**config.mk**
```make
export PLATFORM = sky130hd
export DESIGN_NAME = ulb_back
export DESIGN_NICKNAME = d
export VERILOG_FILES = /design/src/design/ulb_pkg.sv /design/src/design/ulb_back.sv
export SDC_FILE = /design/constraint.sdc
export NUM_CORES = 1
export LEC_CHECK = 0
export BUFFER_PORTS_ARGS = -buffer_cell sky130_fd_sc_hd__buf_4
export CAP_MARGIN = 20
export CORE_MARGIN = 3
export CORE_UTILIZATION = 53
export CTS_CLUSTER_DIAMETER = 80
export DETAILED_ROUTE_END_ITERATION = 8
export HOLD_SLACK_MARGIN = 0.08
export PLACE_DENSITY_LB_ADDON = 0.3
export RECOVER_POWER = 100
export SETUP_SLACK_MARGIN = 0.05
export SYNTH_ARGS = -nofsm -noshare
export SYNTH_HDL_FRONTEND = slang
export SYNTH_SLANG_ARGS = --single-unit
```
**constraint.sdc**
```tcl
create_clock -name clk -period 7.55 [get_ports clk]
set_input_delay 0.755 -clock clk [delete_from_list [all_inputs] [get_ports clk]]
set_output_delay 0.755 -clock clk [all_outputs]
set_load 0.02 [all_outputs]
```
**src/design/ulb_pkg.sv**
```systemverilog
// ----------------------------------------------------------------------------
// ulb_pkg
// Shared types, class codes and the line break rule chain.
// ----------------------------------------------------------------------------
`default_nettype none

package ulb_pkg;

	localparam int POS_BITS = 16;
	localparam int OUT_POS_W = 16;
	localparam int MAX_RES = 4;

	localparam logic [5:0] C_AI = 6'd0;
	localparam logic [5:0] C_AK = 6'd1;
	localparam logic [5:0] C_AL = 6'd2;
	localparam logic [5:0] C_AP = 6'd3;
	localparam logic [5:0] C_AS = 6'd4;
	localparam logic [5:0] C_B2 = 6'd5;
	localparam logic [5:0] C_BA = 6'd6;
	localparam logic [5:0] C_BB = 6'd7;
	localparam logic [5:0] C_BK = 6'd8;
	localparam logic [5:0] C_CB = 6'd9;
	localparam logic [5:0] C_CJ = 6'd10;
	localparam logic [5:0] C_CL = 6'd11;
	localparam logic [5:0] C_CM = 6'd12;
	localparam logic [5:0] C_CP = 6'd13;
	localparam logic [5:0] C_CR = 6'd14;
	localparam logic [5:0] C_EB = 6'd15;
	localparam logic [5:0] C_EM = 6'd16;
	localparam logic [5:0] C_EX = 6'd17;
	localparam logic [5:0] C_GL = 6'd18;
	localparam logic [5:0] C_H2 = 6'd19;
	localparam logic [5:0] C_H3 = 6'd20;
	localparam logic [5:0] C_HH = 6'd21;
	localparam logic [5:0] C_HL = 6'd22;
	localparam logic [5:0] C_HY = 6'd23;
	localparam logic [5:0] C_ID = 6'd24;
	localparam logic [5:0] C_IN = 6'd25;
	localparam logic [5:0] C_IS = 6'd26;
	localparam logic [5:0] C_JL = 6'd27;
	localparam logic [5:0] C_JT = 6'd28;
	localparam logic [5:0] C_JV = 6'd29;
	localparam logic [5:0] C_LF = 6'd30;
	localparam logic [5:0] C_NL = 6'd31;
	localparam logic [5:0] C_NS = 6'd32;
	localparam logic [5:0] C_NU = 6'd33;
	localparam logic [5:0] C_OP = 6'd34;
	localparam logic [5:0] C_PO = 6'd35;
	localparam logic [5:0] C_PR = 6'd36;
	localparam logic [5:0] C_QU = 6'd37;
	localparam logic [5:0] C_RI = 6'd38;
	localparam logic [5:0] C_SA = 6'd39;
	localparam logic [5:0] C_SG = 6'd40;
	localparam logic [5:0] C_SP = 6'd41;
	localparam logic [5:0] C_SY = 6'd42;
	localparam logic [5:0] C_VF = 6'd43;
	localparam logic [5:0] C_VI = 6'd44;
	localparam logic [5:0] C_WJ = 6'd45;
	localparam logic [5:0] C_XX = 6'd46;
	localparam logic [5:0] C_ZW = 6'd47;
	localparam logic [5:0] C_ZWJ = 6'd48;
	localparam logic [5:0] C_NONE = 6'd63;

	localparam logic [1:0] ACT_PROHIB = 2'd0;
	localparam logic [1:0] ACT_BREAK = 2'd1;
	localparam logic [1:0] ACT_MAND = 2'd2;

	// Flag bits of one character.
	localparam int F_QI = 0;
	localparam int F_QF = 1;
	localparam int F_EA = 2;
	localparam int F_UP = 3;
	localparam int F_DC = 4;
	// Flag bits kept for the character before the left one.
	localparam int BL_EA = 0;
	localparam int BL_DC = 1;
	localparam int BL_NUM = 2;
	// Lookahead predicate bits.
	localparam int LA_A = 0;
	localparam int LA_B = 1;
	localparam int LA_C = 2;
	localparam int LA_D = 3;
	localparam int LA_E = 4;

	localparam logic [63:0] S_HARD = (64'd1 << C_BK) | (64'd1 << C_CR) |
		(64'd1 << C_LF) | (64'd1 << C_NL);
	localparam logic [63:0] S_JAMO = (64'd1 << C_JL) | (64'd1 << C_JV) |
		(64'd1 << C_JT) | (64'd1 << C_H2) | (64'd1 << C_H3);
	localparam logic [63:0] S_ALHL = (64'd1 << C_AL) | (64'd1 << C_HL);
	localparam logic [63:0] S_PRPO = (64'd1 << C_PR) | (64'd1 << C_PO);
	localparam logic [63:0] S_IDEM = (64'd1 << C_ID) | (64'd1 << C_EB) | (64'd1 << C_EM);
	localparam logic [63:0] S_CLOSE = (64'd1 << C_SP) | (64'd1 << C_GL) |
		(64'd1 << C_WJ) | (64'd1 << C_CL) | (64'd1 << C_QU) | (64'd1 << C_CP) |
		(64'd1 << C_EX) | (64'd1 << C_IS) | (64'd1 << C_SY) | S_HARD | (64'd1 << C_ZW);
	localparam logic [63:0] S_NOBASE = S_HARD | (64'd1 << C_SP) | (64'd1 << C_ZW);

	typedef struct packed {
		logic [5:0] left_class;
		logic [4:0] left_flags;
		logic left_numeric_run;
		logic left_odd_ri;
		logic [5:0] before_left_class;
		logic [2:0] before_left_flags;
		logic [5:0] nonspace_class;
		logic nonspace_quote_initial;
		logic [5:0] nonspace_before_class;
		logic prev_raw_zwj;
	} ctx_t;

	localparam ctx_t CTX_RESET = '{
		left_class: C_NONE, left_flags: 5'd0, left_numeric_run: 1'b0,
		left_odd_ri: 1'b0, before_left_class: C_NONE, before_left_flags: 3'd0,
		nonspace_class: C_NONE, nonspace_quote_initial: 1'b0,
		nonspace_before_class: C_NONE, prev_raw_zwj: 1'b0};

	typedef struct packed {
		logic valid;
		logic stage;
		logic [POS_BITS-1:0] pos;
		logic [31:0] mask;
		logic [4:0] known;
	} slot_t;

	typedef struct packed {
		logic [OUT_POS_W-1:0] pos;
		logic [1:0] act;
		logic fin;
	} res_t;

	typedef struct packed {
		logic [2:0] cnt;
		res_t [MAX_RES-1:0] r;
	} bundle_t;

	function automatic logic in_set(input logic [5:0] c, input logic [63:0] s);
		return s[c];
	endfunction

	function automatic logic [5:0] map_class(input logic [5:0] r);
		if (r > C_ZWJ || r == C_AI || r == C_SG || r == C_XX || r == C_SA)
			return C_AL;
		if (r == C_CJ)
			return C_NS;
		return r;
	endfunction

	function automatic logic ak_like(input logic [5:0] c, input logic dotted);
		return (c == C_AK) || (c == C_AS) || dotted;
	endfunction

	function automatic logic [OUT_POS_W-1:0] out_pos(input logic [POS_BITS-1:0] p);
		logic [31:0] w;
		w = 32'(p);
		return w[OUT_POS_W-1:0];
	endfunction

	function automatic bundle_t add_res(input bundle_t bi, input logic [POS_BITS-1:0] p,
			input logic [1:0] act, input logic fin);
		bundle_t bo;
		bo = bi;
		if (bi.cnt < 3'(MAX_RES)) begin
			bo.r[bi.cnt[1:0]] = '{pos: out_pos(p), act: act, fin: fin};
			bo.cnt = bi.cnt + 3'd1;
		end
		return bo;
	endfunction

	// Rules LB4 to LB31 for the boundary before class a with flags af.
	function automatic logic [1:0] decide(input ctx_t x, input logic [5:0] a,
			input logic [4:0] af, input logic [4:0] la);
		logic [5:0] b;
		logic [5:0] k;
		logic [5:0] bl;
		logic [4:0] lf;
		logic [2:0] blf;
		logic [5:0] j;
		b = x.left_class;
		k = x.nonspace_class;
		bl = x.before_left_class;
		lf = x.left_flags;
		blf = x.before_left_flags;
		j = x.nonspace_before_class;
		if (b == C_BK) return ACT_MAND;
		if (b == C_CR && a == C_LF) return ACT_PROHIB;
		if (b == C_CR || b == C_LF || b == C_NL) return ACT_MAND;
		if (in_set(a, S_HARD)) return ACT_PROHIB;
		if (a == C_SP || a == C_ZW) return ACT_PROHIB;
		if (k == C_ZW) return ACT_BREAK;
		if (x.prev_raw_zwj) return ACT_PROHIB;
		if (a == C_WJ || b == C_WJ) return ACT_PROHIB;
		if (b == C_GL) return ACT_PROHIB;
		if (a == C_GL && !(b == C_SP || b == C_BA || b == C_HY || b == C_HH))
			return ACT_PROHIB;
		if (a == C_CL || a == C_CP || a == C_EX || a == C_SY) return ACT_PROHIB;
		if (k == C_OP) return ACT_PROHIB;
		if (k != C_NONE && x.nonspace_quote_initial) begin
			if (j == C_NONE || in_set(j, S_HARD | (64'd1 << C_OP) | (64'd1 << C_QU) |
					(64'd1 << C_GL) | (64'd1 << C_SP) | (64'd1 << C_ZW)))
				return ACT_PROHIB;
		end
		if (af[F_QF] && la[LA_A]) return ACT_PROHIB;
		if (b == C_SP && a == C_IS && la[LA_B]) return ACT_BREAK;
		if (a == C_IS) return ACT_PROHIB;
		if (a == C_NS && (k == C_CL || k == C_CP)) return ACT_PROHIB;
		if (a == C_B2 && k == C_B2) return ACT_PROHIB;
		if (b == C_SP) return ACT_BREAK;
		if (a == C_QU && !af[F_QI]) return ACT_PROHIB;
		if (b == C_QU && !lf[F_QF]) return ACT_PROHIB;
		if (a == C_QU) begin
			if (!lf[F_EA]) return ACT_PROHIB;
			if (la[LA_C]) return ACT_PROHIB;
		end
		if (b == C_QU) begin
			if (!af[F_EA]) return ACT_PROHIB;
			if (bl == C_NONE || !blf[BL_EA]) return ACT_PROHIB;
		end
		if (a == C_CB || b == C_CB) return ACT_BREAK;
		if (in_set(a, S_ALHL) && (b == C_HY || b == C_HH)) begin
			if (bl == C_NONE || in_set(bl, S_HARD | (64'd1 << C_SP) | (64'd1 << C_ZW) |
					(64'd1 << C_CB) | (64'd1 << C_GL)))
				return ACT_PROHIB;
		end
		if (a == C_BA || a == C_HH || a == C_HY || a == C_NS || b == C_BB)
			return ACT_PROHIB;
		if ((b == C_HY || b == C_HH) && a != C_HL && bl == C_HL) return ACT_PROHIB;
		if (b == C_SY && a == C_HL) return ACT_PROHIB;
		if (a == C_IN) return ACT_PROHIB;
		if (in_set(b, S_ALHL) && a == C_NU) return ACT_PROHIB;
		if (b == C_NU && in_set(a, S_ALHL)) return ACT_PROHIB;
		if (b == C_PR && in_set(a, S_IDEM)) return ACT_PROHIB;
		if (in_set(b, S_IDEM) && a == C_PO) return ACT_PROHIB;
		if (in_set(b, S_PRPO) && in_set(a, S_ALHL)) return ACT_PROHIB;
		if (in_set(b, S_ALHL) && in_set(a, S_PRPO)) return ACT_PROHIB;
		if ((b == C_CL || b == C_CP) && in_set(a, S_PRPO) && blf[BL_NUM]) return ACT_PROHIB;
		if (in_set(a, S_PRPO) && x.left_numeric_run) return ACT_PROHIB;
		if (in_set(b, S_PRPO)) begin
			if (a == C_NU) return ACT_PROHIB;
			if (a == C_OP && la[LA_D]) return ACT_PROHIB;
		end
		if (a == C_NU && (b == C_HY || b == C_IS || x.left_numeric_run)) return ACT_PROHIB;
		if (b == C_JL && (a == C_JL || a == C_JV || a == C_H2 || a == C_H3))
			return ACT_PROHIB;
		if ((b == C_JV || b == C_H2) && (a == C_JV || a == C_JT)) return ACT_PROHIB;
		if ((b == C_JT || b == C_H3) && a == C_JT) return ACT_PROHIB;
		if (in_set(b, S_JAMO) && a == C_PO) return ACT_PROHIB;
		if (b == C_PR && in_set(a, S_JAMO)) return ACT_PROHIB;
		if (in_set(b, S_ALHL) && in_set(a, S_ALHL)) return ACT_PROHIB;
		if (b == C_AP && ak_like(a, af[F_DC])) return ACT_PROHIB;
		if (ak_like(b, lf[F_DC]) && (a == C_VF || a == C_VI)) return ACT_PROHIB;
		if (b == C_VI && bl != C_NONE && ak_like(bl, blf[BL_DC]) &&
				(a == C_AK || af[F_DC]))
			return ACT_PROHIB;
		if (ak_like(b, lf[F_DC]) && ak_like(a, af[F_DC]) && la[LA_E]) return ACT_PROHIB;
		if (b == C_IS && in_set(a, S_ALHL)) return ACT_PROHIB;
		if (in_set(b, S_ALHL | (64'd1 << C_NU)) && a == C_OP && !af[F_EA])
			return ACT_PROHIB;
		if (b == C_CP && !lf[F_EA] && in_set(a, S_ALHL | (64'd1 << C_NU)))
			return ACT_PROHIB;
		if (b == C_RI && a == C_RI && x.left_odd_ri) return ACT_PROHIB;
		if (a == C_EM && (b == C_EB || lf[F_UP])) return ACT_PROHIB;
		return ACT_BREAK;
	endfunction

	// Offers the next character, or end of text, to one pending slot.
	function automatic slot_t feed_slot(input slot_t p, input logic [5:0] c,
			input logic ea, input logic eot, output logic em, output logic act);
		slot_t q;
		logic [4:0] kb;
		q = p;
		em = 1'b0;
		act = 1'b0;
		kb = 5'd0;
		if (p.valid) begin
			if (!p.stage) begin
				if (eot) begin
					kb[LA_A] = 1'b1;
					kb[LA_C] = 1'b1;
				end else begin
					kb[LA_A] = in_set(c, S_CLOSE);
					kb[LA_B] = (c == C_NU);
					kb[LA_D] = (c == C_NU);
					kb[LA_C] = !ea;
					kb[LA_E] = (c == C_VF);
				end
				// An IS may still be followed by NU; wait one more character.
				if (!eot && c == C_IS && p.mask[kb] != p.mask[kb | 5'b01000]) begin
					q.stage = 1'b1;
					q.known = kb;
				end else begin
					em = 1'b1;
					act = p.mask[kb];
					q.valid = 1'b0;
				end
			end else begin
				kb = p.known;
				if (!eot && c == C_NU)
					kb[LA_D] = 1'b1;
				em = 1'b1;
				act = p.mask[kb];
				q.valid = 1'b0;
			end
		end
		return q;
	endfunction

endpackage

`default_nettype wire

```
**src/design/ulb_back.sv**
```systemverilog
// ----------------------------------------------------------------------------
// ulb_back
// Takes bundles from the queue and hands out their results one per transfer
// from an output register.
// ----------------------------------------------------------------------------
`default_nettype none

module ulb_back
	import ulb_pkg::*;
(
	input  wire logic    clk,
	input  wire logic    arst_n,
	input  wire logic    pop_valid,
	output logic         pop_ready,
	input  wire bundle_t pop_data,
	output logic         out_valid,
	input  wire logic    out_ready,
	output logic [15:0]  boundary_pos,
	output logic [1:0]   action,
	output logic         final_result
);

	bundle_t cur_q;
	logic [1:0] idx_q;
	logic busy_q;
	logic last;
	res_t r;

	assign r = cur_q.r[idx_q];
	assign out_valid = busy_q;
	assign boundary_pos = r.pos;
	assign action = r.act;
	assign final_result = r.fin;
	assign last = ({1'b0, idx_q} + 3'd1 == cur_q.cnt);
	// The next bundle loads as the last result of the current one leaves.
	assign pop_ready = !busy_q || (out_ready && last);

	always_ff @(posedge clk) begin
		if (pop_valid && pop_ready)
			cur_q <= pop_data;
	end

	always_ff @(posedge clk or negedge arst_n) begin
		if (!arst_n) begin
			busy_q <= 1'b0;
			idx_q <= 2'd0;
		end else if (pop_valid && pop_ready) begin
			busy_q <= 1'b1;
			idx_q <= 2'd0;
		end else if (busy_q && out_ready) begin
			if (last)
				busy_q <= 1'b0;
			else
				idx_q <= idx_q + 2'd1;
		end
	end

endmodule

`default_nettype wire

```
==> out/metrics.csv, run 1 <==
metric,value,unit
outcome,"finished, final reports clean",
p_leak,1.42,nW
critPathArrivalTime,3.33,ns
ir_drop,0.000246,V
setup.worst_path.class,register to primary output,
layout_commonest_cell,edfxtp_1,
fin_crit,4.09,ns
gp_congestion,0.680,
hold_path_class,input port to async pin,
via_per_inst,5.22,
final-seq-area,2450,sq um
relSlewSlack,0.311,
drc_errors,0,
synth_seq_cells,82,
wirelength,5.41,mm
dpl.hpwl,3.85,mm
syn_to_final_growth,30.2,%
h-tree-depth,3,
cp_max_fo,14,
rsz0062_at_grt,no,
worst_pin_slew,1.03,ns
clock-sinks,82,
nets,320,
n_fill_cell,369,
grt_pass1_vias,1751,
use_met1,0.213,
grt_overflow,0,
dieArea,6730,sq um
root_buffer,clkbuf_8,
layout-drive-gt1-share,0.477,
track_usage,0.185,
vias,1635,
cts_tree,done,
cp.required,6.80,ns
synth_compound_area_frac,0.0135,
dr.first_iter.drc_count,110,
fin_skew,0.0109,ns
cp-start-kind,register,
initial_core_util,0.553,
power_density,330,nW/um^2
slew_viol_final,0,
cpMaxStageDelayCell,clkbuf_1,
rr_startpoint,idx_q[0],
num_antenna_cells,0,
yosys.area_share.simple,0.0200,
io_pins,104,
multi_input_area,582,sq um
startpoint,idx_q[0],
cts_setup_buffers,0,
path_clk_slew,0.08,ns
cpMostUsedCell,clkbuf_1,
hold_viol_final,0,
grt_max_degree,80,
postRouteAntennaNets,0,
setup_viol,0,
synth_fa_ha_area_frac,0.00408,
layout_common_cells,"79 x edfxtp_1, 77 x clkbuf_4, 26 x clkbuf_1",
netlist_area,3060,sq um
port_buffers,103,
num_rows,27,
cp_slowest_stage_delay,0.83,ns
path_cells,clkbuf_1 -> ha_1 -> xor2_1 -> o41ai_1 -> clkbuf_1,
synthCells,126,
yosysSeqAreaShare,0.799,
cts_buffer_depth,2,
use_met3,0.0932,
ctsHoldBuffers,0,
busiest_layer,met2,
synth.distinct_cells,22,
clk_latency,0.34,ns
yosys.area_share.xor_xnor,0.0110,
cp-end-kind,primary output,
synth_top_family_by_area,multiplexers,
grt_antenna_before_repair,0,
timing.fmax,0.245,GHz
grt_pass1_wl,8.55,mm
crit_family,buffers and inverters,
finalCritPeriodShare,0.542,
synth_warnings,0,
postLayoutCoreUtil,0.720,
cts_buffers,9,
drv_cap,0,
fp.dieW,82.0,um
core,5540,sq um
fin_tns_setup,0,ns
grt_util_met2,0.310,
wire_per_inst,17.3,um
chipHeight,82.0,um
worst-path-buf-inv,2,
drtPass1Iterations,6,
ctsResizeCount,0,
synth_mux_area_frac,0.143,
synth_fp_nets,210,
avgSynthCellArea,24.3,sq um
cell families after synthesis:
family	count (synthesis)
muxes	20
buffers and inverters	6
xor gates and xnor gates	3
and+or+nand+nor	10
adders and majority gates	1
DFF	82
AOI/OAI and AO/OA	4
cell type report:
type                    count  area share
clock buffers              10      0.0320
multi-input cells          38       0.146
repair buffers            104       0.172
inverters                   1    0.000941
clock inverters             6      0.0126
well taps                  72      0.0226
flip-flops and latches     82       0.614
registers in the layout, summed over array words and instances (netlist names):
name	cells
idx_q	2
cur_q	79
out_valid	1
cell usage after synthesis (all sizes together):
library cell	instances	area [sq um]
and2	1	6.26
edfxtp	79	2370
clkbuf	2	7.51
o41ai	1	16.3
nor3b	1	7.51
nor4	2	12.5
a211o	1	8.76
ha	1	12.5
mux4	19	428
buf	3	17.5
inv	1	3.75
xnor2	1	16.3
dfrtp	3	75.1
nand2b	3	18.8
xor2	2	17.5
a221o	1	10.0
or3	1	6.26
mux2i	1	10.0
nand2	1	3.75
o22ai	1	6.26
and3	1	6.26
metal layers:
metal  vias up  wire, um
li1        753         -
met1       805      2000
met2        71      2920
met3         6       446
met4         0        40
met5         -         0
path summary, 6_finish.rpt:
kind	to	slack, ns	cells after the start
max	pop_ready	3.46	5
max reg2reg	cur_q[76]	3.53	5
max in group asynchronous	idx_q[1]	7.19	1
min	out_valid	0.21	1
min reg2reg	out_valid	0.71	2
min in group clk	cur_q[20]	0.61	1
through the flow:
stage,cells,total power [mW],hold WS (ns),setup slack [ns],instance area (sq um)
detailed placement,297,1.12,0.549,4.19,3910
global placement,297,1.11,0.545,4.28,3910
global route,313,1.40,0.195,3.02,3990
floorplan,126,0.946,0.459,3.70,3060
CTS,313,1.40,0.165,4.13,4090
finish,313,1.32,0.206,3.46,3990
power by group:
part / switching (mW) / leakage (nW) / internal (mW)
combinational: 0.220 / 0.585 / 0.175
clock: 0.153 / 0.0835 / 0.123
sequential: 0.0554 / 0.751 / 0.590
total: 0.429 / 1.42 / 0.888
(Power assumes the default switching activity.)
==> run 2: changes to the inputs <==
CORE_UTILIZATION = 45   (was 53)
clock period = 3.6 ns   (was 7.55 ns; I/O delays follow)
==> out/metrics.csv, run 2 (synthesis gave the netlist of run 1 again) <==
metric,value,unit
crit_family,buffers and inverters,
postRouteAntennaNets,0,
wirelength,5.44,mm
holdWs,0.215,ns
num_rows,29,
grt_overflow,0,
finalCritPeriodShare,0.741,
h-tree-depth,3,
ir_drop,0.000310,V
slew_viol_final,0,
placed_cells,304,
worst_pin_slew,0.503,ns
worst-path-buf-inv,2,
rr_startpoint,idx_q[0],
setup.worst_path.class,register to register,
root_buffer,clkbuf_8,
rsz0062_at_grt,no,
io_pins,104,
drc_errors,0,
cp_slowest_stage_delay,0.55,ns
p_leak,1.44,nW
layout_commonest_cell,edfxtp_1,
drtPass1Iterations,4,
worstReg2RegEnd,cur_q[48],
vias,1633,
dpl.hpwl,3.94,mm
setup_viol,0,
hold_viol_final,0,
cts_buffer_depth,2,
num_antenna_cells,0,
gp_congestion,0.744,
grt_max_degree,49,
grt_antenna_before_repair,0,
dr.first_iter.drc_count,148,
fin_skew,0.00816,ns
grt_pass1_wl,8.63,mm
hold_path_class,input port to register,
core,6460,sq um
r2r_setup_slack,0.93,ns
timing.fmax,0.375,GHz
n_fill_cell,467,
relSlewSlack,0.661,
drv_cap,0,
wire_per_inst,16.9,um
fin_tns_setup,0,ns
postLayoutCoreUtil,0.625,
cts_buffers,9,
placed_area,3950,sq um
cp-end-kind,register,
chipHeight,88.5,um
layout_common_cells,"79 x edfxtp_1, 78 x clkbuf_4, 24 x clkbuf_1",
layout-drive-gt1-share,0.471,
fp.dieW,88.5,um
dieArea,7830,sq um
cp-start-kind,register,
dp_slack,1.08,ns
track_usage,0.156,
cpMaxStageDelayCell,o41ai_1,
via_per_inst,5.09,
grt_pass1_vias,1767,
largest_register,cur_q,
fin_crit,2.67,ns
cts_tree,done,
clk_latency,0.34,ns
critPathArrivalTime,2.69,ns
syn_to_final_growth,31.9,%
outcome,"finished, final reports clean",
fin_area,4040,sq um
final-seq-area,2450,sq um
endpoint,cur_q[48],
port_buffers,103,
power_density,696,nW/um^2
cp.required,3.62,ns
clock-sinks,82,
nets,323,
power.total,2.81,mW
fin_cells,321,
multi_input_area,574,sq um
r2r_cells,5,
cp_num_cells,5,
setup_slack,0.933,ns
initial_core_util,0.474,
startpoint,idx_q[0],
cp_max_fo,48,
path_cells,buf_4 -> xnor2_1 -> o41ai_1 -> and2_4 -> buf_12,
path_clk_slew,0.08,ns
cts_setup_buffers,0,
largest_reg_flops,79,
[run 2: cell count changes in the layout (fill, tap and decap cells not counted), sizes merged]
| cell | delta |
|---|---|
| buf | +3 |
| clkinv | +2 |
| inv | -2 |
| bufinv | +1 |
| clkbuf | -1 |
| clkinvlp | -1 |
| dlygate4sd3 | +1 |
[run 2: cell type report]
cell class	count	share of cell area
multi-input cells	38	0.142
repair buffers	107	0.181
clock inverters	6	0.0143
inverters	1	0.000929
clock buffers	10	0.0316
well taps	77	0.0239
flip-flops and latches	82	0.606
[run 2: worst min-delay path by stage]
stage                       from   endpoint  slack (ns)  depth (start not counted)
floorplan                 arst_n   idx_q[0]        0.06                          0
global placement          arst_n  out_valid        0.15                          1
detailed placement        arst_n  out_valid        0.15                          1
CTS                 pop_data[72]  cur_q[72]        0.18                          1
global route        pop_data[72]  cur_q[72]        0.18                          1
finish              pop_data[18]  cur_q[18]        0.22                          1
[run 2: per-layer routing]
metal,track usage,part of all wire,wire (um)
met2,0.241,0.49,2650
met1,0.206,0.43,2330
met5,0,0,0
met3,0.0624,0.072,390
met4,0.0495,0.011,62
[run 2: repair_timing]
| action | CTS | global route |
|---|---|---|
| gates resized for setup | 0 | 0 |
| hold buffers | 1 | 0 |
| endpoints found under the hold margin | 3 | 0 |
[run 2: where the power goes]
group / total, mW / switching, mW / leakage, nW / internal, mW
Sequential: 1.27 / 0.0400 / 0.751 / 1.23
Combinational: 0.918 / 0.534 / 0.604 / 0.383
Clock: 0.620 / 0.306 / 0.0890 / 0.315
==> run 3: changes to the inputs <==
ABC_AREA = 1   (was unset)
CORE_UTILIZATION = 50   (was 45)
clock period = 2.7 ns   (was 3.6 ns; I/O delays follow)
==> out/metrics.csv, run 3 <==
metric,value,unit
fp.dieW,84.9,um
rsz0062_at_grt,no,
power_density,938,nW/um^2
dpl.hpwl,4.48,mm
vias,2103,
grt_antenna_before_repair,0,
critPathArrivalTime,2.33,ns
cpMaxStageDelayCell,clkbuf_2,
cpMostUsedCell,nand2_1,
setup.worst_path.class,register to register,
cp.required,2.66,ns
cts_setup_buffers,0,
num_rows,28,
cts_buffers,9,
largest_register,cur_q,
path_clk_slew,0.09,ns
ir_drop,0.000645,V
synth-edff-count,79,
r2r_cells,7,
outcome,"finished, final reports clean",
grt_max_degree,45,
h-tree-depth,3,
initial_core_util,0.522,
layout_common_cells,"79 x edfxtp_1, 79 x clkbuf_4, 40 x nor2_1",
io_pins,104,
multi_input_area,578,sq um
synth.distinct_cells,20,
synth_top_area_frac,0.763,
combPwrFrac,0.363,
switching_share,0.369,
ctsResizeCount,0,
fin_crit,2.37,ns
chipHeight,84.9,um
slew_viol_final,0,
synth_area_leader_cell,edfxtp_1,
netlist_area,3110,sq um
cp_slowest_stage_delay,0.69,ns
synth_fp_nets,305,
dieArea,7200,sq um
num_antenna_cells,0,
ctsHoldBuffers,1,
grt_pass1_vias,2239,
p_sw,1.42,mW
postRouteAntennaNets,0,
fin_tns_setup,0,ns
synth_seq_cells,82,
drv_cap,0,
worst_pin_slew,0.858,ns
final-seq-area,2450,sq um
core,5960,sq um
grt_overflow,0,
async_flop_share,0.0366,
cts_tree,done,
syn_to_final_growth,32.2,%
path_cells,ha_4 -> xnor2_2 -> nand3_1 -> nand2_1 -> nand2_1 -> nor2_1 -> clkbuf_2,
largest_reg_flops,79,
synth_most_common_cell,edfxtp_1,
synthTopCellsByCount,"79 x edfxtp_1, 40 x nor2_1, 37 x o21ai_0",
p_seq_frac,0.412,
root_buffer,clkbuf_8,
ys.flop_type,edfxtp_1,
via_per_inst,5.10,
setup_viol,0,
yosys-top-cells-area,"edfxtp_1 76%, o21ai_0 6.0%, nor2_1 4.8%",
hold_viol_final,0,
nets,416,
timing.fmax,0.421,GHz
port_buffers,103,
hold_path_class,input port to register,
wirelength,6.53,mm
clock-sinks,82,
yosysSeqAreaShare,0.787,
drtPass1Iterations,4,
relSlewSlack,0.428,
p_leak,1.54,nW
n_fill_cell,428,
track_usage,0.195,
avgSynthCellArea,14.1,sq um
dp_slack,0.636,ns
drc_errors,0,
synth_warnings,0,
pwr-share-clk,0.225,
postLayoutCoreUtil,0.690,
finalCritPeriodShare,0.879,
grt_pass1_wl,10.7,mm
wire_per_inst,15.9,um
cp-start-kind,register,
fin_skew,0.0112,ns
cts_buffer_depth,2,
layout-drive-gt1-share,0.318,
clk_latency,0.34,ns
cp-end-kind,register,
hold-path-cell-count,1,
synthCells,221,
intPower,2.43,mW
dr.first_iter.drc_count,120,
setup_slack,0.327,ns
gp_congestion,0.807,
cp_max_fo,35,
## run 3: through the flow
step	instance area, sq um	hold WS, ns	cells	total power [mW]
2_1_floorplan	3140	-0.0256	221	2.60
3_3_place_gp	3990	0.0663	394	3.16
3_5_place_dp	3990	0.0645	394	3.21
4_1_cts	4200	0.0900	411	4.07
5_1_grt	4110	0.103	412	4.09
6_report	4110	0.122	412	3.85
## run 3: critical path: cells and delay by family (launching register included)
| family | cells | cell delay (ns) |
|---|---|---|
| xor+xnor | 1 | 0.10 |
| simple gates | 4 | 0.49 |
| flops | 1 | 0.42 |
| buf+inv | 1 | 0.69 |
| fa+ha+maj | 1 | 0.30 |
## run 3: cells by family (layout without fill, tap and decap cells)
family | count (synthesis) | after routing | share of synthesized area
DFF | 82 | 82 | 0.787
and+or+nand+nor | 59 | 59 | 0.0748
AOI/OAI and AO/OA | 57 | 57 | 0.0994
buffers and inverters | 21 | 137 | 0.0322
adders and majority gates | 1 | 1 | 0.00402
xor gates and xnor gates | 1 | 1 | 0.00282
## run 3: cell type report
type / instances / area share
inverter: 10 / 0.00913
clock buffer: 10 / 0.0310
clock inverter: 6 / 0.0161
sequential: 82 / 0.595
tap: 75 / 0.0228
timing repair buffer: 111 / 0.185
multi-input combinational: 118 / 0.141
## run 3: power by group through the flow
stage                     Clock [mW]  Combinational (mW)  Sequential, mW
final                          0.869                1.40            1.59
after CTS                      0.884                1.60            1.59
after floorplan                    0               0.979            1.62
after detailed placement           0                1.59            1.62
after global routing           0.940                1.55            1.60
after global placement             0                1.55            1.61
## run 3: path summary, 6_finish.rpt
kind                        endpoint         start  slack (ns)
min in group asynchronous  out_valid        arst_n        0.28
hold / removal             cur_q[75]  pop_data[75]        0.12
setup / recovery           cur_q[49]      idx_q[0]        0.33
hold reg to reg             idx_q[1]     out_valid        0.63
max in group asynchronous   idx_q[1]        arst_n        2.26
setup reg to reg           cur_q[49]      idx_q[0]        0.33
## run 3: per-layer routing
metal | global-route usage | part of all wire | routed length [um] | vias to the layer above
li1 | - | - | - | 1031
met1 | 0.240 | 0.39 | 2570 | 1000
met2 | 0.335 | 0.55 | 3560 | 68
met3 | 0.0417 | 0.053 | 344 | 4
met4 | 0.0806 | 0.0081 | 53 | 0
met5 | 0 | 0 | 0 | -
