**src/design/ulb_pkg.sv**
```systemverilog
// ----------------------------------------------------------------------------
// ulb_pkg
// Shared types, class codes and the line break rule chain.
// ----------------------------------------------------------------------------
`default_nettype none

package ulb_pkg;

	localparam int POS_BITS = 16;
	localparam int OUT_POS_W = 16;
	localparam int MAX_RES = 4;

	localparam logic [5:0] C_AI = 6'd0;
	localparam logic [5:0] C_AK = 6'd1;
	localparam logic [5:0] C_AL = 6'd2;
	localparam logic [5:0] C_AP = 6'd3;
	localparam logic [5:0] C_AS = 6'd4;
	localparam logic [5:0] C_B2 = 6'd5;
	localparam logic [5:0] C_BA = 6'd6;
	localparam logic [5:0] C_BB = 6'd7;
	localparam logic [5:0] C_BK = 6'd8;
	localparam logic [5:0] C_CB = 6'd9;
	localparam logic [5:0] C_CJ = 6'd10;
	localparam logic [5:0] C_CL = 6'd11;
	localparam logic [5:0] C_CM = 6'd12;
	localparam logic [5:0] C_CP = 6'd13;
	localparam logic [5:0] C_CR = 6'd14;
	localparam logic [5:0] C_EB = 6'd15;
	localparam logic [5:0] C_EM = 6'd16;
	localparam logic [5:0] C_EX = 6'd17;
	localparam logic [5:0] C_GL = 6'd18;
	localparam logic [5:0] C_H2 = 6'd19;
	localparam logic [5:0] C_H3 = 6'd20;
	localparam logic [5:0] C_HH = 6'd21;
	localparam logic [5:0] C_HL = 6'd22;
	localparam logic [5:0] C_HY = 6'd23;
	localparam logic [5:0] C_ID = 6'd24;
	localparam logic [5:0] C_IN = 6'd25;
	localparam logic [5:0] C_IS = 6'd26;
	localparam logic [5:0] C_JL = 6'd27;
	localparam logic [5:0] C_JT = 6'd28;
	localparam logic [5:0] C_JV = 6'd29;
	localparam logic [5:0] C_LF = 6'd30;
	localparam logic [5:0] C_NL = 6'd31;
	localparam logic [5:0] C_NS = 6'd32;
	localparam logic [5:0] C_NU = 6'd33;
	localparam logic [5:0] C_OP = 6'd34;
	localparam logic [5:0] C_PO = 6'd35;
	localparam logic [5:0] C_PR = 6'd36;
	localparam logic [5:0] C_QU = 6'd37;
	localparam logic [5:0] C_RI = 6'd38;
	localparam logic [5:0] C_SA = 6'd39;
	localparam logic [5:0] C_SG = 6'd40;
	localparam logic [5:0] C_SP = 6'd41;
	localparam logic [5:0] C_SY = 6'd42;
	localparam logic [5:0] C_VF = 6'd43;
	localparam logic [5:0] C_VI = 6'd44;
	localparam logic [5:0] C_WJ = 6'd45;
	localparam logic [5:0] C_XX = 6'd46;
	localparam logic [5:0] C_ZW = 6'd47;
	localparam logic [5:0] C_ZWJ = 6'd48;
	localparam logic [5:0] C_NONE = 6'd63;

	localparam logic [1:0] ACT_PROHIB = 2'd0;
	localparam logic [1:0] ACT_BREAK = 2'd1;
	localparam logic [1:0] ACT_MAND = 2'd2;

	// Flag bits of one character.
	localparam int F_QI = 0;
	localparam int F_QF = 1;
	localparam int F_EA = 2;
	localparam int F_UP = 3;
	localparam int F_DC = 4;
	// Flag bits kept for the character before the left one.
	localparam int BL_EA = 0;
	localparam int BL_DC = 1;
	localparam int BL_NUM = 2;
	// Lookahead predicate bits.
	localparam int LA_A = 0;
	localparam int LA_B = 1;
	localparam int LA_C = 2;
	localparam int LA_D = 3;
	localparam int LA_E = 4;

	localparam logic [63:0] S_HARD = (64'd1 << C_BK) | (64'd1 << C_CR) |
		(64'd1 << C_LF) | (64'd1 << C_NL);
	localparam logic [63:0] S_JAMO = (64'd1 << C_JL) | (64'd1 << C_JV) |
		(64'd1 << C_JT) | (64'd1 << C_H2) | (64'd1 << C_H3);
	localparam logic [63:0] S_ALHL = (64'd1 << C_AL) | (64'd1 << C_HL);
	localparam logic [63:0] S_PRPO = (64'd1 << C_PR) | (64'd1 << C_PO);
	localparam logic [63:0] S_IDEM = (64'd1 << C_ID) | (64'd1 << C_EB) | (64'd1 << C_EM);
	localparam logic [63:0] S_CLOSE = (64'd1 << C_SP) | (64'd1 << C_GL) |
		(64'd1 << C_WJ) | (64'd1 << C_CL) | (64'd1 << C_QU) | (64'd1 << C_CP) |
		(64'd1 << C_EX) | (64'd1 << C_IS) | (64'd1 << C_SY) | S_HARD | (64'd1 << C_ZW);
	localparam logic [63:0] S_NOBASE = S_HARD | (64'd1 << C_SP) | (64'd1 << C_ZW);

	typedef struct packed {
		logic [5:0] left_class;
		logic [4:0] left_flags;
		logic left_numeric_run;
		logic left_odd_ri;
		logic [5:0] before_left_class;
		logic [2:0] before_left_flags;
		logic [5:0] nonspace_class;
		logic nonspace_quote_initial;
		logic [5:0] nonspace_before_class;
		logic prev_raw_zwj;
	} ctx_t;

	localparam ctx_t CTX_RESET = '{
		left_class: C_NONE, left_flags: 5'd0, left_numeric_run: 1'b0,
		left_odd_ri: 1'b0, before_left_class: C_NONE, before_left_flags: 3'd0,
		nonspace_class: C_NONE, nonspace_quote_initial: 1'b0,
		nonspace_before_class: C_NONE, prev_raw_zwj: 1'b0};

	typedef struct packed {
		logic valid;
		logic stage;
		logic [POS_BITS-1:0] pos;
		logic [31:0] mask;
		logic [4:0] known;
	} slot_t;

	typedef struct packed {
		logic [OUT_POS_W-1:0] pos;
		logic [1:0] act;
		logic fin;
	} res_t;

	typedef struct packed {
		logic [2:0] cnt;
		res_t [MAX_RES-1:0] r;
	} bundle_t;

	function automatic logic in_set(input logic [5:0] c, input logic [63:0] s);
		return s[c];
	endfunction

	function automatic logic [5:0] map_class(input logic [5:0] r);
		if (r > C_ZWJ || r == C_AI || r == C_SG || r == C_XX || r == C_SA)
			return C_AL;
		if (r == C_CJ)
			return C_NS;
		return r;
	endfunction

	function automatic logic ak_like(input logic [5:0] c, input logic dotted);
		return (c == C_AK) || (c == C_AS) || dotted;
	endfunction

	function automatic logic [OUT_POS_W-1:0] out_pos(input logic [POS_BITS-1:0] p);
		logic [31:0] w;
		w = 32'(p);
		return w[OUT_POS_W-1:0];
	endfunction

	function automatic bundle_t add_res(input bundle_t bi, input logic [POS_BITS-1:0] p,
			input logic [1:0] act, input logic fin);
		bundle_t bo;
		bo = bi;
		if (bi.cnt < 3'(MAX_RES)) begin
			bo.r[bi.cnt[1:0]] = '{pos: out_pos(p), act: act, fin: fin};
			bo.cnt = bi.cnt + 3'd1;
		end
		return bo;
	endfunction

	// Rules LB4 to LB31 for the boundary before class a with flags af.
	function automatic logic [1:0] decide(input ctx_t x, input logic [5:0] a,
			input logic [4:0] af, input logic [4:0] la);
		logic [5:0] b;
		logic [5:0] k;
		logic [5:0] bl;
		logic [4:0] lf;
		logic [2:0] blf;
		logic [5:0] j;
		b = x.left_class;
		k = x.nonspace_class;
		bl = x.before_left_class;
		lf = x.left_flags;
		blf = x.before_left_flags;
		j = x.nonspace_before_class;
		if (b == C_BK) return ACT_MAND;
		if (b == C_CR && a == C_LF) return ACT_PROHIB;
		if (b == C_CR || b == C_LF || b == C_NL) return ACT_MAND;
		if (in_set(a, S_HARD)) return ACT_PROHIB;
		if (a == C_SP || a == C_ZW) return ACT_PROHIB;
		if (k == C_ZW) return ACT_BREAK;
		if (x.prev_raw_zwj) return ACT_PROHIB;
		if (a == C_WJ || b == C_WJ) return ACT_PROHIB;
		if (b == C_GL) return ACT_PROHIB;
		if (a == C_GL && !(b == C_SP || b == C_BA || b == C_HY || b == C_HH))
			return ACT_PROHIB;
		if (a == C_CL || a == C_CP || a == C_EX || a == C_SY) return ACT_PROHIB;
		if (k == C_OP) return ACT_PROHIB;
		if (k != C_NONE && x.nonspace_quote_initial) begin
			if (j == C_NONE || in_set(j, S_HARD | (64'd1 << C_OP) | (64'd1 << C_QU) |
					(64'd1 << C_GL) | (64'd1 << C_SP) | (64'd1 << C_ZW)))
				return ACT_PROHIB;
		end
		if (af[F_QF] && la[LA_A]) return ACT_PROHIB;
		if (b == C_SP && a == C_IS && la[LA_B]) return ACT_BREAK;
		if (a == C_IS) return ACT_PROHIB;
		if (a == C_NS && (k == C_CL || k == C_CP)) return ACT_PROHIB;
		if (a == C_B2 && k == C_B2) return ACT_PROHIB;
		if (b == C_SP) return ACT_BREAK;
		if (a == C_QU && !af[F_QI]) return ACT_PROHIB;
		if (b == C_QU && !lf[F_QF]) return ACT_PROHIB;
		if (a == C_QU) begin
			if (!lf[F_EA]) return ACT_PROHIB;
			if (la[LA_C]) return ACT_PROHIB;
		end
		if (b == C_QU) begin
			if (!af[F_EA]) return ACT_PROHIB;
			if (bl == C_NONE || !blf[BL_EA]) return ACT_PROHIB;
		end
		if (a == C_CB || b == C_CB) return ACT_BREAK;
		if (in_set(a, S_ALHL) && (b == C_HY || b == C_HH)) begin
			if (bl == C_NONE || in_set(bl, S_HARD | (64'd1 << C_SP) | (64'd1 << C_ZW) |
					(64'd1 << C_CB) | (64'd1 << C_GL)))
				return ACT_PROHIB;
		end
		if (a == C_BA || a == C_HH || a == C_HY || a == C_NS || b == C_BB)
			return ACT_PROHIB;
		if ((b == C_HY || b == C_HH) && a != C_HL && bl == C_HL) return ACT_PROHIB;
		if (b == C_SY && a == C_HL) return ACT_PROHIB;
		if (a == C_IN) return ACT_PROHIB;
		if (in_set(b, S_ALHL) && a == C_NU) return ACT_PROHIB;
		if (b == C_NU && in_set(a, S_ALHL)) return ACT_PROHIB;
		if (b == C_PR && in_set(a, S_IDEM)) return ACT_PROHIB;
		if (in_set(b, S_IDEM) && a == C_PO) return ACT_PROHIB;
		if (in_set(b, S_PRPO) && in_set(a, S_ALHL)) return ACT_PROHIB;
		if (in_set(b, S_ALHL) && in_set(a, S_PRPO)) return ACT_PROHIB;
		if ((b == C_CL || b == C_CP) && in_set(a, S_PRPO) && blf[BL_NUM]) return ACT_PROHIB;
		if (in_set(a, S_PRPO) && x.left_numeric_run) return ACT_PROHIB;
		if (in_set(b, S_PRPO)) begin
			if (a == C_NU) return ACT_PROHIB;
			if (a == C_OP && la[LA_D]) return ACT_PROHIB;
		end
		if (a == C_NU && (b == C_HY || b == C_IS || x.left_numeric_run)) return ACT_PROHIB;
		if (b == C_JL && (a == C_JL || a == C_JV || a == C_H2 || a == C_H3))
			return ACT_PROHIB;
		if ((b == C_JV || b == C_H2) && (a == C_JV || a == C_JT)) return ACT_PROHIB;
		if ((b == C_JT || b == C_H3) && a == C_JT) return ACT_PROHIB;
		if (in_set(b, S_JAMO) && a == C_PO) return ACT_PROHIB;
		if (b == C_PR && in_set(a, S_JAMO)) return ACT_PROHIB;
		if (in_set(b, S_ALHL) && in_set(a, S_ALHL)) return ACT_PROHIB;
		if (b == C_AP && ak_like(a, af[F_DC])) return ACT_PROHIB;
		if (ak_like(b, lf[F_DC]) && (a == C_VF || a == C_VI)) return ACT_PROHIB;
		if (b == C_VI && bl != C_NONE && ak_like(bl, blf[BL_DC]) &&
				(a == C_AK || af[F_DC]))
			return ACT_PROHIB;
		if (ak_like(b, lf[F_DC]) && ak_like(a, af[F_DC]) && la[LA_E]) return ACT_PROHIB;
		if (b == C_IS && in_set(a, S_ALHL)) return ACT_PROHIB;
		if (in_set(b, S_ALHL | (64'd1 << C_NU)) && a == C_OP && !af[F_EA])
			return ACT_PROHIB;
		if (b == C_CP && !lf[F_EA] && in_set(a, S_ALHL | (64'd1 << C_NU)))
			return ACT_PROHIB;
		if (b == C_RI && a == C_RI && x.left_odd_ri) return ACT_PROHIB;
		if (a == C_EM && (b == C_EB || lf[F_UP])) return ACT_PROHIB;
		return ACT_BREAK;
	endfunction

	// Offers the next character, or end of text, to one pending slot.
	function automatic slot_t feed_slot(input slot_t p, input logic [5:0] c,
			input logic ea, input logic eot, output logic em, output logic act);
		slot_t q;
		logic [4:0] kb;
		q = p;
		em = 1'b0;
		act = 1'b0;
		kb = 5'd0;
		if (p.valid) begin
			if (!p.stage) begin
				if (eot) begin
					kb[LA_A] = 1'b1;
					kb[LA_C] = 1'b1;
				end else begin
					kb[LA_A] = in_set(c, S_CLOSE);
					kb[LA_B] = (c == C_NU);
					kb[LA_D] = (c == C_NU);
					kb[LA_C] = !ea;
					kb[LA_E] = (c == C_VF);
				end
				// An IS may still be followed by NU; wait one more character.
				if (!eot && c == C_IS && p.mask[kb] != p.mask[kb | 5'b01000]) begin
					q.stage = 1'b1;
					q.known = kb;
				end else begin
					em = 1'b1;
					act = p.mask[kb];
					q.valid = 1'b0;
				end
			end else begin
				kb = p.known;
				if (!eot && c == C_NU)
					kb[LA_D] = 1'b1;
				em = 1'b1;
				act = p.mask[kb];
				q.valid = 1'b0;
			end
		end
		return q;
	endfunction

endpackage

`default_nettype wire

```
**src/design/ulb_queue.sv**
```systemverilog
// ----------------------------------------------------------------------------
// ulb_queue
// Two-entry queue of result bundles between the front and the back.
// ----------------------------------------------------------------------------
`default_nettype none

module ulb_queue
	import ulb_pkg::*;
(
	input  wire logic    clk,
	input  wire logic    arst_n,
	input  wire logic    wr_valid,
	output logic         wr_ready,
	input  wire bundle_t wr_data,
	output logic         rd_valid,
	input  wire logic    rd_ready,
	output bundle_t      rd_data
);

	bundle_t entry_q [2];
	logic wr_ptr_q, rd_ptr_q;
	logic [1:0] fill_q;
	logic do_wr, do_rd;

	assign wr_ready = (fill_q != 2'd2);
	assign rd_valid = (fill_q != 2'd0);
	assign rd_data = entry_q[rd_ptr_q];
	assign do_wr = wr_valid && wr_ready;
	assign do_rd = rd_valid && rd_ready;

	always_ff @(posedge clk) begin
		if (do_wr)
			entry_q[wr_ptr_q] <= wr_data;
	end

	always_ff @(posedge clk or negedge arst_n) begin
		if (!arst_n) begin
			wr_ptr_q <= 1'b0;
			rd_ptr_q <= 1'b0;
			fill_q <= 2'd0;
		end else begin
			if (do_wr)
				wr_ptr_q <= !wr_ptr_q;
			if (do_rd)
				rd_ptr_q <= !rd_ptr_q;
			if (do_wr && !do_rd)
				fill_q <= fill_q + 2'd1;
			else if (do_rd && !do_wr)
				fill_q <= fill_q - 2'd1;
		end
	end

endmodule

`default_nettype wire

```
**config.mk**
```make
export PLATFORM = sky130hd
export DESIGN_NAME = ulb_queue
export DESIGN_NICKNAME = d
export VERILOG_FILES = /design/src/design/ulb_pkg.sv /design/src/design/ulb_queue.sv
export SDC_FILE = /design/constraint.sdc
export NUM_CORES = 1
export LEC_CHECK = 0
export BUFFER_PORTS_ARGS = -buffer_cell sky130_fd_sc_hd__buf_2
export CAP_MARGIN = 30
export CORE_UTILIZATION = 55
export CTS_BUF_LIST = sky130_fd_sc_hd__clkbuf_8
export DETAILED_ROUTE_END_ITERATION = 6
export PLACE_DENSITY_LB_ADDON = 0.08
export SLEW_MARGIN = 0
export SYNTH_ARGS = -nofsm -noshare
export SYNTH_HDL_FRONTEND = slang
export SYNTH_SLANG_ARGS = --single-unit
export TNS_END_PERCENT = 50
```
**constraint.sdc**
```tcl
create_clock -name clk -period 5 [get_ports clk]
set_clock_uncertainty 0.1 [all_clocks]
set_input_delay 0.75 -clock clk [delete_from_list [all_inputs] [get_ports clk]]
set_output_delay 0.75 -clock clk [all_outputs]
set_load 0.02 [all_outputs]
```
==> impl_metrics.tcl, run 1 <==
set metrics [dict create \
    hold_depth 1 \
    synth_cell_types 14 \
    ys_dominant_reg_cell "edfxtp_1" \
    clockRootBuffer "clkbuf_8" \
    gr-total-overflow 0 \
    areaGrowthSynthToFinish_pct 22.0 \
    avgViaCountPerCell 5.01 \
    timing.fmax_ghz 0.311 \
    antenna_cells 0 \
    dp_hpwl_um 6600 \
    fin_crit_ns 3.21 \
    synth.ff_latch_count 162 \
    hold_path_class "input pin to flip-flop" \
    worst_pin_slew_ns 0.990 \
    final_area_um2 7680 \
    layout-drive-gt1-share_pct 61.1 \
    yosys.area.top_type "edfxtp_1" \
    fin_nets 526 \
    port_buffers 163 \
    placed_cells 562 \
    ys_async_sr_fraction_pct 2.47 \
    crit_fanout 39 \
    yosysWarnings 0 \
    max-vdd-ir-drop_mv 0.384 \
    wirelength_um 10100 \
    die-width_um 109 \
    regToRegEndpoint "entry_q[0][1]" \
    grt_max_degree 49 \
    clk_pin_slew_ns 0.08 \
    postCtsSetupBuffers 0 \
    cellLeakagePower_uw 0.00313 \
    grt_pass1_vias 2971 \
    grt_pass1_wl_um 14800 \
    syn_area_um2 6300 \
    clockBufferDepth 2 \
    post_drt_wl_per_cell_um 16.9 \
    core_um2 11000 \
    ys_seq_area_share_pct 76.9 \
    insertion_delay_ns 0.43 \
    drc 0 \
    synthTopCellsByArea "edfxtp_1 (75%), mux2_4 (19%), buf_12 (2.5%), dfrtp_1 (1.6%), xnor2_1 (0.42%)" \
    h-tree-depth 4 \
    start_kind "flip-flop" \
    syn-num-nets 348 \
    crit_path_end_kind "primary output" \
    post-route-period-util_pct 64.3 \
    syn_inst 264 \
    fin_cells 595 \
    synth_common_cells "edfxtp_1 (158), mux2_4 (79), buf_12 (8)" \
    die_h_um 109 \
    slew_violations 0 \
    first_iter_violations 120 \
    hold-path-endpoint "entry_q[1][16]" \
    status "complete, no violations" \
    synth_top_area_share_pct 75.4 \
    tns_ns 0 \
    worst_r2r_startpoint "fill_q[0]" \
    placedInstanceArea_um2 7190 \
    synth_area_per_cell_um2 23.8 \
    place_congestion 0.773 \
    start_util_pct 57.3 \
    rsz0062_at_grt "false" \
    min_from "wr_data[16]" \
    ioPinCount 164 \
    synth_edf_count 158 \
    hold_viol 0 \
    maxCapViolCount 0 \
    track_usage_pct 17.6 \
    worst-r2r-setup-slack_ns 2.68 \
    cellPowerDensity_nw_per_um2 617 \
    cts_buffers 17 \
    rr_worst_depth 4 \
    cts_tree "built" \
    cp.arrival_ns 2.36 \
    vias 2982 \
    setup_violations 0 \
    relSlewSlack_pct 33.8 \
    crit_type "flip-flop to primary output" \
    num_rows 38 \
    crit_required_ns 4.15 \
    cts_sinks 162 \
    drtPass1Iterations 4 \
    dieArea_um2 11900 \
    yosysMostFrequentCell "edfxtp_1" \
    antenna_found_initial 0 \
    antenna_left 0 \
]
## metal layers
layer / vias to the layer above / track usage [%] / part of all wire [%]
met2: 124 / 28.3 / 51
li1: 1394 / - / -
met5: - / 0 / 0
met3: 13 / 6.87 / 8.4
met1: 1451 / 21.1 / 39
met4: 0 / 7.43 / 1.3
## area by class of cell
class	count	area, um^2
fill	726	3300
inverter	1	3.75
tap	140	175
timing repair buffer	168	888
clock buffer	21	289
sequential	162	4850
clock inverter	11	185
multi-input combinational	92	1290
## flip-flops by register name, indices dropped and copies added, names as in the netlist
register,flops
wr_ptr_q,1
rd_ptr_q,1
entry_q,158
fill_q,2
## critical path, cell delays in order, from the launching register on
cell and delay, ns:
dfrtp_4 0.92, buf_4 0.49, mux2_4 0.35, buf_2 0.16
## cells by family after synthesis
kind of cell	share of synthesized area, %
DFF	76.9
muxes	18.8
buffers and inverters	2.78
and+or+nand+nor	0.537
xor gates and xnor gates	0.696
adders and majority gates	0.199
## per-stage QoR
| stage | hold WS [ns] | worst slack [ns] | util, % | total power (uW) |
|---|---|---|---|---|
| finish | 0.401 | 1.79 | 69.9 | 4740 |
| global route | 0.357 | 1.66 | 69.9 | 4950 |
| CTS | 0.371 | 1.72 | 69.9 | 4790 |
| detailed placement | 0.390 | 2.21 | 65.5 | 3710 |
| global placement | 0.384 | 2.21 | 65.3 | 3670 |
| floorplan | 0.354 | 0.241 | - | 3380 |
## cell usage in the layout (no fill, tap or decap), drive strengths merged
| master | netlist | routed |
|---|---|---|
| buf | 9 | 167 |
| inv | 1 | 4 |
| mux2 | 79 | 79 |
| xnor2 | 3 | 3 |
| bufinv | 0 | 5 |
| clkinv | 0 | 1 |
| edfxtp | 158 | 158 |
| ha | 1 | 1 |
| nand2b | 1 | 1 |
| clkbuf | 0 | 21 |
| and3 | 1 | 1 |
| or2 | 1 | 1 |
| clkinvlp | 0 | 2 |
| nor2 | 2 | 2 |
| dfrtp | 4 | 4 |
| nand2 | 2 | 2 |
| xor2 | 2 | 2 |
| dlygate4sd3 | 0 | 1 |
## worst max path at each step
stage                        start            end  slack, ns
after floorplan           wr_valid  entry_q[0][0]       0.24
after global placement    rd_ptr_q     rd_data[8]       2.21
after global routing      rd_ptr_q    rd_data[39]       1.66
final                     rd_ptr_q     rd_data[8]       1.79
after detailed placement  rd_ptr_q    rd_data[64]       2.21
after CTS                 rd_ptr_q    rd_data[64]       1.72
## repair_timing
item                                   CTS  global route
hold buffers                             1             0
endpoints found under the hold margin    4             0
gates resized for setup                  0             0
## where the power goes
part | total, uW | switching, uW | leakage (uW) | internal (uW)
clock | 1080 | 440 | 0.000242 | 644
sequential | 2030 | 169 | 0.00151 | 1860
combinational | 1630 | 865 | 0.00137 | 765
total | 4740 | 1470 | 0.00313 | 3270
Power figures use the tool's default switching activity.
==> run 2, diff against run 1 <==
--- a/config.mk
+++ b/config.mk
@@ -7,7 +7,7 @@
 export LEC_CHECK = 0
 export BUFFER_PORTS_ARGS = -buffer_cell sky130_fd_sc_hd__buf_2
 export CAP_MARGIN = 30
-export CORE_UTILIZATION = 55
+export CORE_UTILIZATION = 49
 export CTS_BUF_LIST = sky130_fd_sc_hd__clkbuf_8
 export DETAILED_ROUTE_END_ITERATION = 6
 export PLACE_DENSITY_LB_ADDON = 0.08
==> constraint.sdc (replaced) <==
create_clock -name clk -period 2.8 [get_ports clk]
set_clock_uncertainty 0.1 [all_clocks]
set_input_delay 0.42 -clock clk [delete_from_list [all_inputs] [get_ports clk]]
set_output_delay 0.42 -clock clk [all_outputs]
set_load 0.02 [all_outputs]
==> impl_metrics.tcl, run 2 (same netlist as run 1, synthesis figures left out) <==
set metrics [dict create \
    track_usage_pct 15.9 \
    timing.fmax_ghz 0.391 \
    worst_r2r_startpoint "fill_q[0]" \
    maxCapViolCount 0 \
    gr-total-overflow 0 \
    largestRegisters "entry_q: 158 flops, fill_q: 2 flops" \
    post_cts_resized 0 \
    port_buffers 163 \
    start_kind "flip-flop" \
    regMostFlops "entry_q" \
    hold_path_class "input pin to flip-flop" \
    cellPowerDensity_nw_per_um2 1080 \
    crit_type "flip-flop to primary output" \
    crit_family "flip-flops" \
    cp_slowest_stage_delay_ns 0.75 \
    place_congestion 0.719 \
    cp.arrival_ns 2.04 \
    drtPass1Iterations 4 \
    cts_buffers 17 \
    clk_pin_slew_ns 0.08 \
    dp_hpwl_um 6850 \
    fin_crit_ns 2.56 \
    cts_sinks 162 \
    preCtsSetupSlack_ns 0.693 \
    num_rows 41 \
    cts_tree "built" \
    post_drt_wl_per_cell_um 16.0 \
    cp.buffers_inverters 2 \
    crit_required_ns 2.28 \
    die_h_um 115 \
    core_um2 12600 \
    crit_fanout 24 \
    status "complete, no violations" \
    antenna_found_initial 3 \
    worst_pin_slew_ns 0.642 \
    drc 0 \
    grt_max_degree 48 \
    first_iter_violations 134 \
    max-vdd-ir-drop_mv 0.825 \
    avgViaCountPerCell 4.73 \
    layout-drive-gt1-share_pct 61.7 \
    relSlewSlack_pct 57.2 \
    min_from "wr_data[65]" \
    layout_commonest_cell "buf_2" \
    post-route-period-util_pct 91.4 \
    fin_cells 632 \
    cp-startpoint "rd_ptr_q" \
    postCtsSetupBuffers 0 \
    rsz0062_at_grt "false" \
    fin_nets 530 \
    hold_viol 0 \
    grt_pass1_vias 2991 \
    clockRootBuffer "clkbuf_8" \
    crit_slowest_cell "dfrtp_4" \
    start_util_pct 50.1 \
    path_cells "buf_4 > mux2_4 > buf_2" \
    insertion_delay_ns 0.43 \
    h-tree-depth 4 \
    clockBufferDepth 2 \
    layout_common_cells "buf_2 (163), edfxtp_1 (158), mux2_4 (79)" \
    crit_path_end_kind "primary output" \
    die-width_um 115 \
    wirelength_um 10100 \
    slew_violations 0 \
    vias 2988 \
    largest_reg_flops 158 \
    placed_cells 598 \
    dieArea_um2 13300 \
    antenna_left 0 \
    final_core_util_pct 61.3 \
    setup_violations 0 \
    ioPinCount 164 \
    cellLeakagePower_uw 0.00311 \
    finalWorstSetupSlack_ns 0.241 \
    grt_pass1_wl_um 15100 \
    areaGrowthSynthToFinish_pct 22.4 \
]
run 2: changes by cell type in the layout (fill, tap and decap cells not counted), sizes merged:
cell | before | now
clkbuf | 21 | 17
clkinvlp | 2 | 4
clkinv | 1 | 6
inv | 4 | 2
buf | 167 | 171
diode | 0 | 1
bufinv | 5 | 4
run 2: worst paths after layout:
path	to	depth (start not counted)	slack [ns]
hold / removal	entry_q[1][65]	1	0.06
min in group asynchronous	fill_q[0]	2	0.20
hold reg to reg	fill_q[1]	1	0.39
setup / recovery	rd_data[44]	3	0.24
setup reg to reg	entry_q[0][15]	4	0.96
max in group asynchronous	rd_ptr_q	2	2.26
run 2: report_power, final:
part | total [uW] | leakage [uW] | internal (uW) | switching [uW]
Clock | 1780 | 0.000203 | 962 | 815
Combinational | 3020 | 0.00139 | 1400 | 1620
Sequential | 3550 | 0.00151 | 3310 | 238
Total | 8350 | 0.00311 | 5680 | 2670
run 2: final cells by class:
cell class                      count  area, um^2
Clock inverter                     15         190
Inverter                            1        3.75
Multi-Input combinational cell     92        1290
Sequential cell                   162        4850
Antenna cell                        1        2.50
Clock buffer                       17         234
Fill cell                         968        4860
Timing Repair Buffer              172         923
Tap cell                          172         215
run 2: worst register-to-register path, delay by kind of cell (launching register included):
| family | cells | cell delay (ns) |
|---|---|---|
| buffers and inverters | 1 | 0.54 |
| flip-flops | 1 | 0.40 |
| AND/OR/NAND/NOR | 3 | 0.41 |
run 2: metal layers:
metal | wire [um] | track usage (%) | up-vias
li1 | - | - | 1405
met1 | 3980 | 18.0 | 1462
met2 | 5040 | 25.7 | 104
met3 | 896 | 6.75 | 17
met4 | 207 | 8.31 | 0
met5 | 0 | 0 | -
run 2: repair_timing:
| item | 4_1_cts | 5_1_grt |
|---|---|---|
| hold buffers | 1 | 0 |
| hold endpoints to repair | 4 | 0 |
| endpoints found under the setup margin | 0 | 0 |
run 2: through the flow:
step / setup TNS (ns) / hold slack (ns) / cell area [um^2] / total power, uW
after global placement: 0 / 0.130 / 7270 / 6650
after detailed placement: 0 / 0.133 / 7270 / 6680
after global routing: 0 / 0.0334 / 7700 / 8750
final: 0 / 0.0640 / 7710 / 8350
after CTS: 0 / 0.0290 / 7700 / 8460
after floorplan: -26.19 / 0.0244 / 6300 / 6010
==> run 3, diff against run 2 <==
--- a/config.mk
+++ b/config.mk
@@ -5,12 +5,14 @@
 export SDC_FILE = /design/constraint.sdc
 export NUM_CORES = 1
 export LEC_CHECK = 0
+export ABC_AREA = 1
 export BUFFER_PORTS_ARGS = -buffer_cell sky130_fd_sc_hd__buf_2
 export CAP_MARGIN = 30
 export CORE_UTILIZATION = 49
 export CTS_BUF_LIST = sky130_fd_sc_hd__clkbuf_8
 export DETAILED_ROUTE_END_ITERATION = 6
 export PLACE_DENSITY_LB_ADDON = 0.08
+export RECOVER_POWER = 100
 export SLEW_MARGIN = 0
 export SYNTH_ARGS = -nofsm -noshare
 export SYNTH_HDL_FRONTEND = slang
==> impl_metrics.tcl, run 3 <==
set metrics [dict create \
    cts_tree "built" \
    vias 3753 \
    die-width_um 113 \
    start_util_pct 50.1 \
    status "complete, no violations" \
    layout_commonest_cell "nand2_1" \
    synth_common_cells "nand2_1 (246), edfxtp_1 (158), buf_6 (9)" \
    hold_path_class "input pin to flip-flop" \
    crit_fanout 38 \
    synth_edf_count 158 \
    first_iter_violations 263 \
    cellLeakagePower_uw 0.00291 \
    port_buffers 163 \
    avgViaCountPerCell 4.85 \
    worst_pin_slew_ns 1.40 \
    cellPowerDensity_nw_per_um2 1110 \
    syn-num-nets 525 \
    grt_pass1_wl_um 17300 \
    tns_ns 0 \
    clk_pin_slew_ns 0.08 \
    ys_dominant_reg_cell "edfxtp_1" \
    cp.arrival_ns 2.05 \
    crit_path_end_kind "primary output" \
    post_drt_wl_per_cell_um 14.5 \
    final_area_um2 7210 \
    track_usage_pct 18.5 \
    num_rows 40 \
    ys_seq_area_share_pct 80.4 \
    antenna_left 0 \
    syn_area_um2 6020 \
    top_layer_used "met4" \
    antenna_found_initial 1 \
    areaGrowthSynthToFinish_pct 19.7 \
    timing.fmax_ghz 0.390 \
    die_h_um 113 \
    synthTopCellsByArea "edfxtp_1 (79%), nand2_1 (15%), buf_6 (1.7%), dfrtp_1 (1.7%), buf_4 (1.0%)" \
    yosysWarnings 0 \
    synth_cell_types 14 \
    fin_crit_ns 2.57 \
    setup_violations 0 \
    slew_violations 0 \
    place_congestion 0.717 \
    clockBufferDepth 2 \
    post_cts_resized 0 \
    crit_type "flip-flop to primary output" \
    layout-drive-gt1-share_pct 15.7 \
    dieArea_um2 12700 \
    met3_length_um 835 \
    start_kind "flip-flop" \
    drc 0 \
    cts_buffers 17 \
    largestRegisters "entry_q: 158 flops, fill_q: 2 flops" \
    synth_top_area_share_pct 78.8 \
    grt_max_degree 81 \
    post-route-period-util_pct 91.7 \
    hold_viol 0 \
    gr-total-overflow 0 \
    ioPinCount 164 \
    fin_total_pwr_uw 8020 \
    fin_nets 697 \
    wirelength_um 11200 \
    clockRootBuffer "clkbuf_8" \
    rsz0062_at_grt "false" \
    ys_async_sr_fraction_pct 2.47 \
    maxCapViolCount 0 \
    yosys.area.top_type "edfxtp_1" \
    yosysMostFrequentCell "nand2_1" \
    grt_pass1_vias 3608 \
    crit_required_ns 2.28 \
    placedInstanceArea_um2 6950 \
    layout_common_cells "nand2_1 (247), edfxtp_1 (158), clkbuf_1 (101)" \
    syn_inst 441 \
    final_core_util_pct 60.0 \
    core_um2 12000 \
    largest_reg_flops 158 \
    wl_met2_um 5290 \
    dp_hpwl_um 6880 \
    cts_sinks 162 \
    h-tree-depth 4 \
    relSlewSlack_pct 6.45 \
    max-vdd-ir-drop_mv 0.679 \
    synth_area_per_cell_um2 13.7 \
    insertion_delay_ns 0.44 \
    regMostFlops "entry_q" \
    drtPass1Iterations 6 \
    synth.ff_latch_count 162 \
    wl_met1_um 4790 \
]
[run 3: cell types whose count changed in the layout (fill, tap and decap cells not counted), sizes merged, moves of 2 or more]
cell      before  now
mux2          79    0
clkbuf        17  120
nand3          0    2
nand2          2  247
clkinvlp       4    1
clkinv         6    8
inv            2    9
xnor2          3    1
buf          171   66
[run 3: per-stage QoR]
stage | setup slack, ns | hold slack, ns | std cells
after floorplan | -0.531 | 0.0244 | 441
after global placement | 0.874 | 0.134 | 740
after detailed placement | 0.844 | 0.131 | 740
after CTS | 0.341 | 0.0276 | 773
after global routing | 0.115 | 0.0221 | 774
final | 0.233 | 0.0562 | 774
[run 3: worst max-delay path, cell delays in order, from the launching register on]
cell and delay, ns:
dfrtp_2 0.63, clkbuf_4 0.52, nand2_1 0.09, nand2_1 0.10, clkbuf_1 0.23
[run 3: repair_timing]
item	4_1_cts	5_1_grt
buffers inserted	0	0
hold endpoints to repair	4	0
hold buffers	1	0
[run 3: layout make-up]
type / count / area (um^2)
multi-input combinational: 255 / 981
inverter: 7 / 33.8
sequential: 162 / 4850
clock buffer: 17 / 234
timing repair buffer: 170 / 737
tap: 147 / 184
clock inverter: 15 / 191
fill: 1030 / 4800
antenna: 1 / 2.50
[run 3: worst paths after layout]
kind	start	end	slack, ns	cells past startpoint
max	rd_ptr_q	rd_data[17]	0.23	4
min	wr_data[70]	entry_q[0][70]	0.06	1
max reg2reg	fill_q[0]	entry_q[0][3]	0.37	5
min reg2reg	fill_q[0]	fill_q[0]	0.42	1
max in group asynchronous	arst_n	rd_ptr_q	2.15	2
min in group asynchronous	arst_n	fill_q[1]	0.24	2
[run 3: metal layers]
| metal | global-route usage [%] | up-vias |
|---|---|---|
| li1 | - | 1823 |
| met1 | 21.6 | 1771 |
| met2 | 30.3 | 137 |
| met3 | 6.86 | 22 |
| met4 | 9.65 | 0 |
| met5 | 0 | - |
[run 3: cells by family (layout without fill, tap and decap cells)]
group                      after synthesis  after routing  share of synthesized area, %
and+or+nand+nor                        252            252                          15.8
DFF                                    162            162                          80.4
buffers and inverters                   24            209                          3.24
xor gates and xnor gates                 2              2                         0.291
adders and majority gates                1              1                         0.208
other                                    0              1                             0
[run 3: power breakdown]
| part | leakage (uW) | total [uW] | internal (uW) | switching (uW) |
|---|---|---|---|---|
| Combinational | 0.00118 | 2740 | 642 | 2100 |
| Sequential | 0.00152 | 3500 | 3330 | 170 |
| Clock | 0.000214 | 1780 | 964 | 816 |
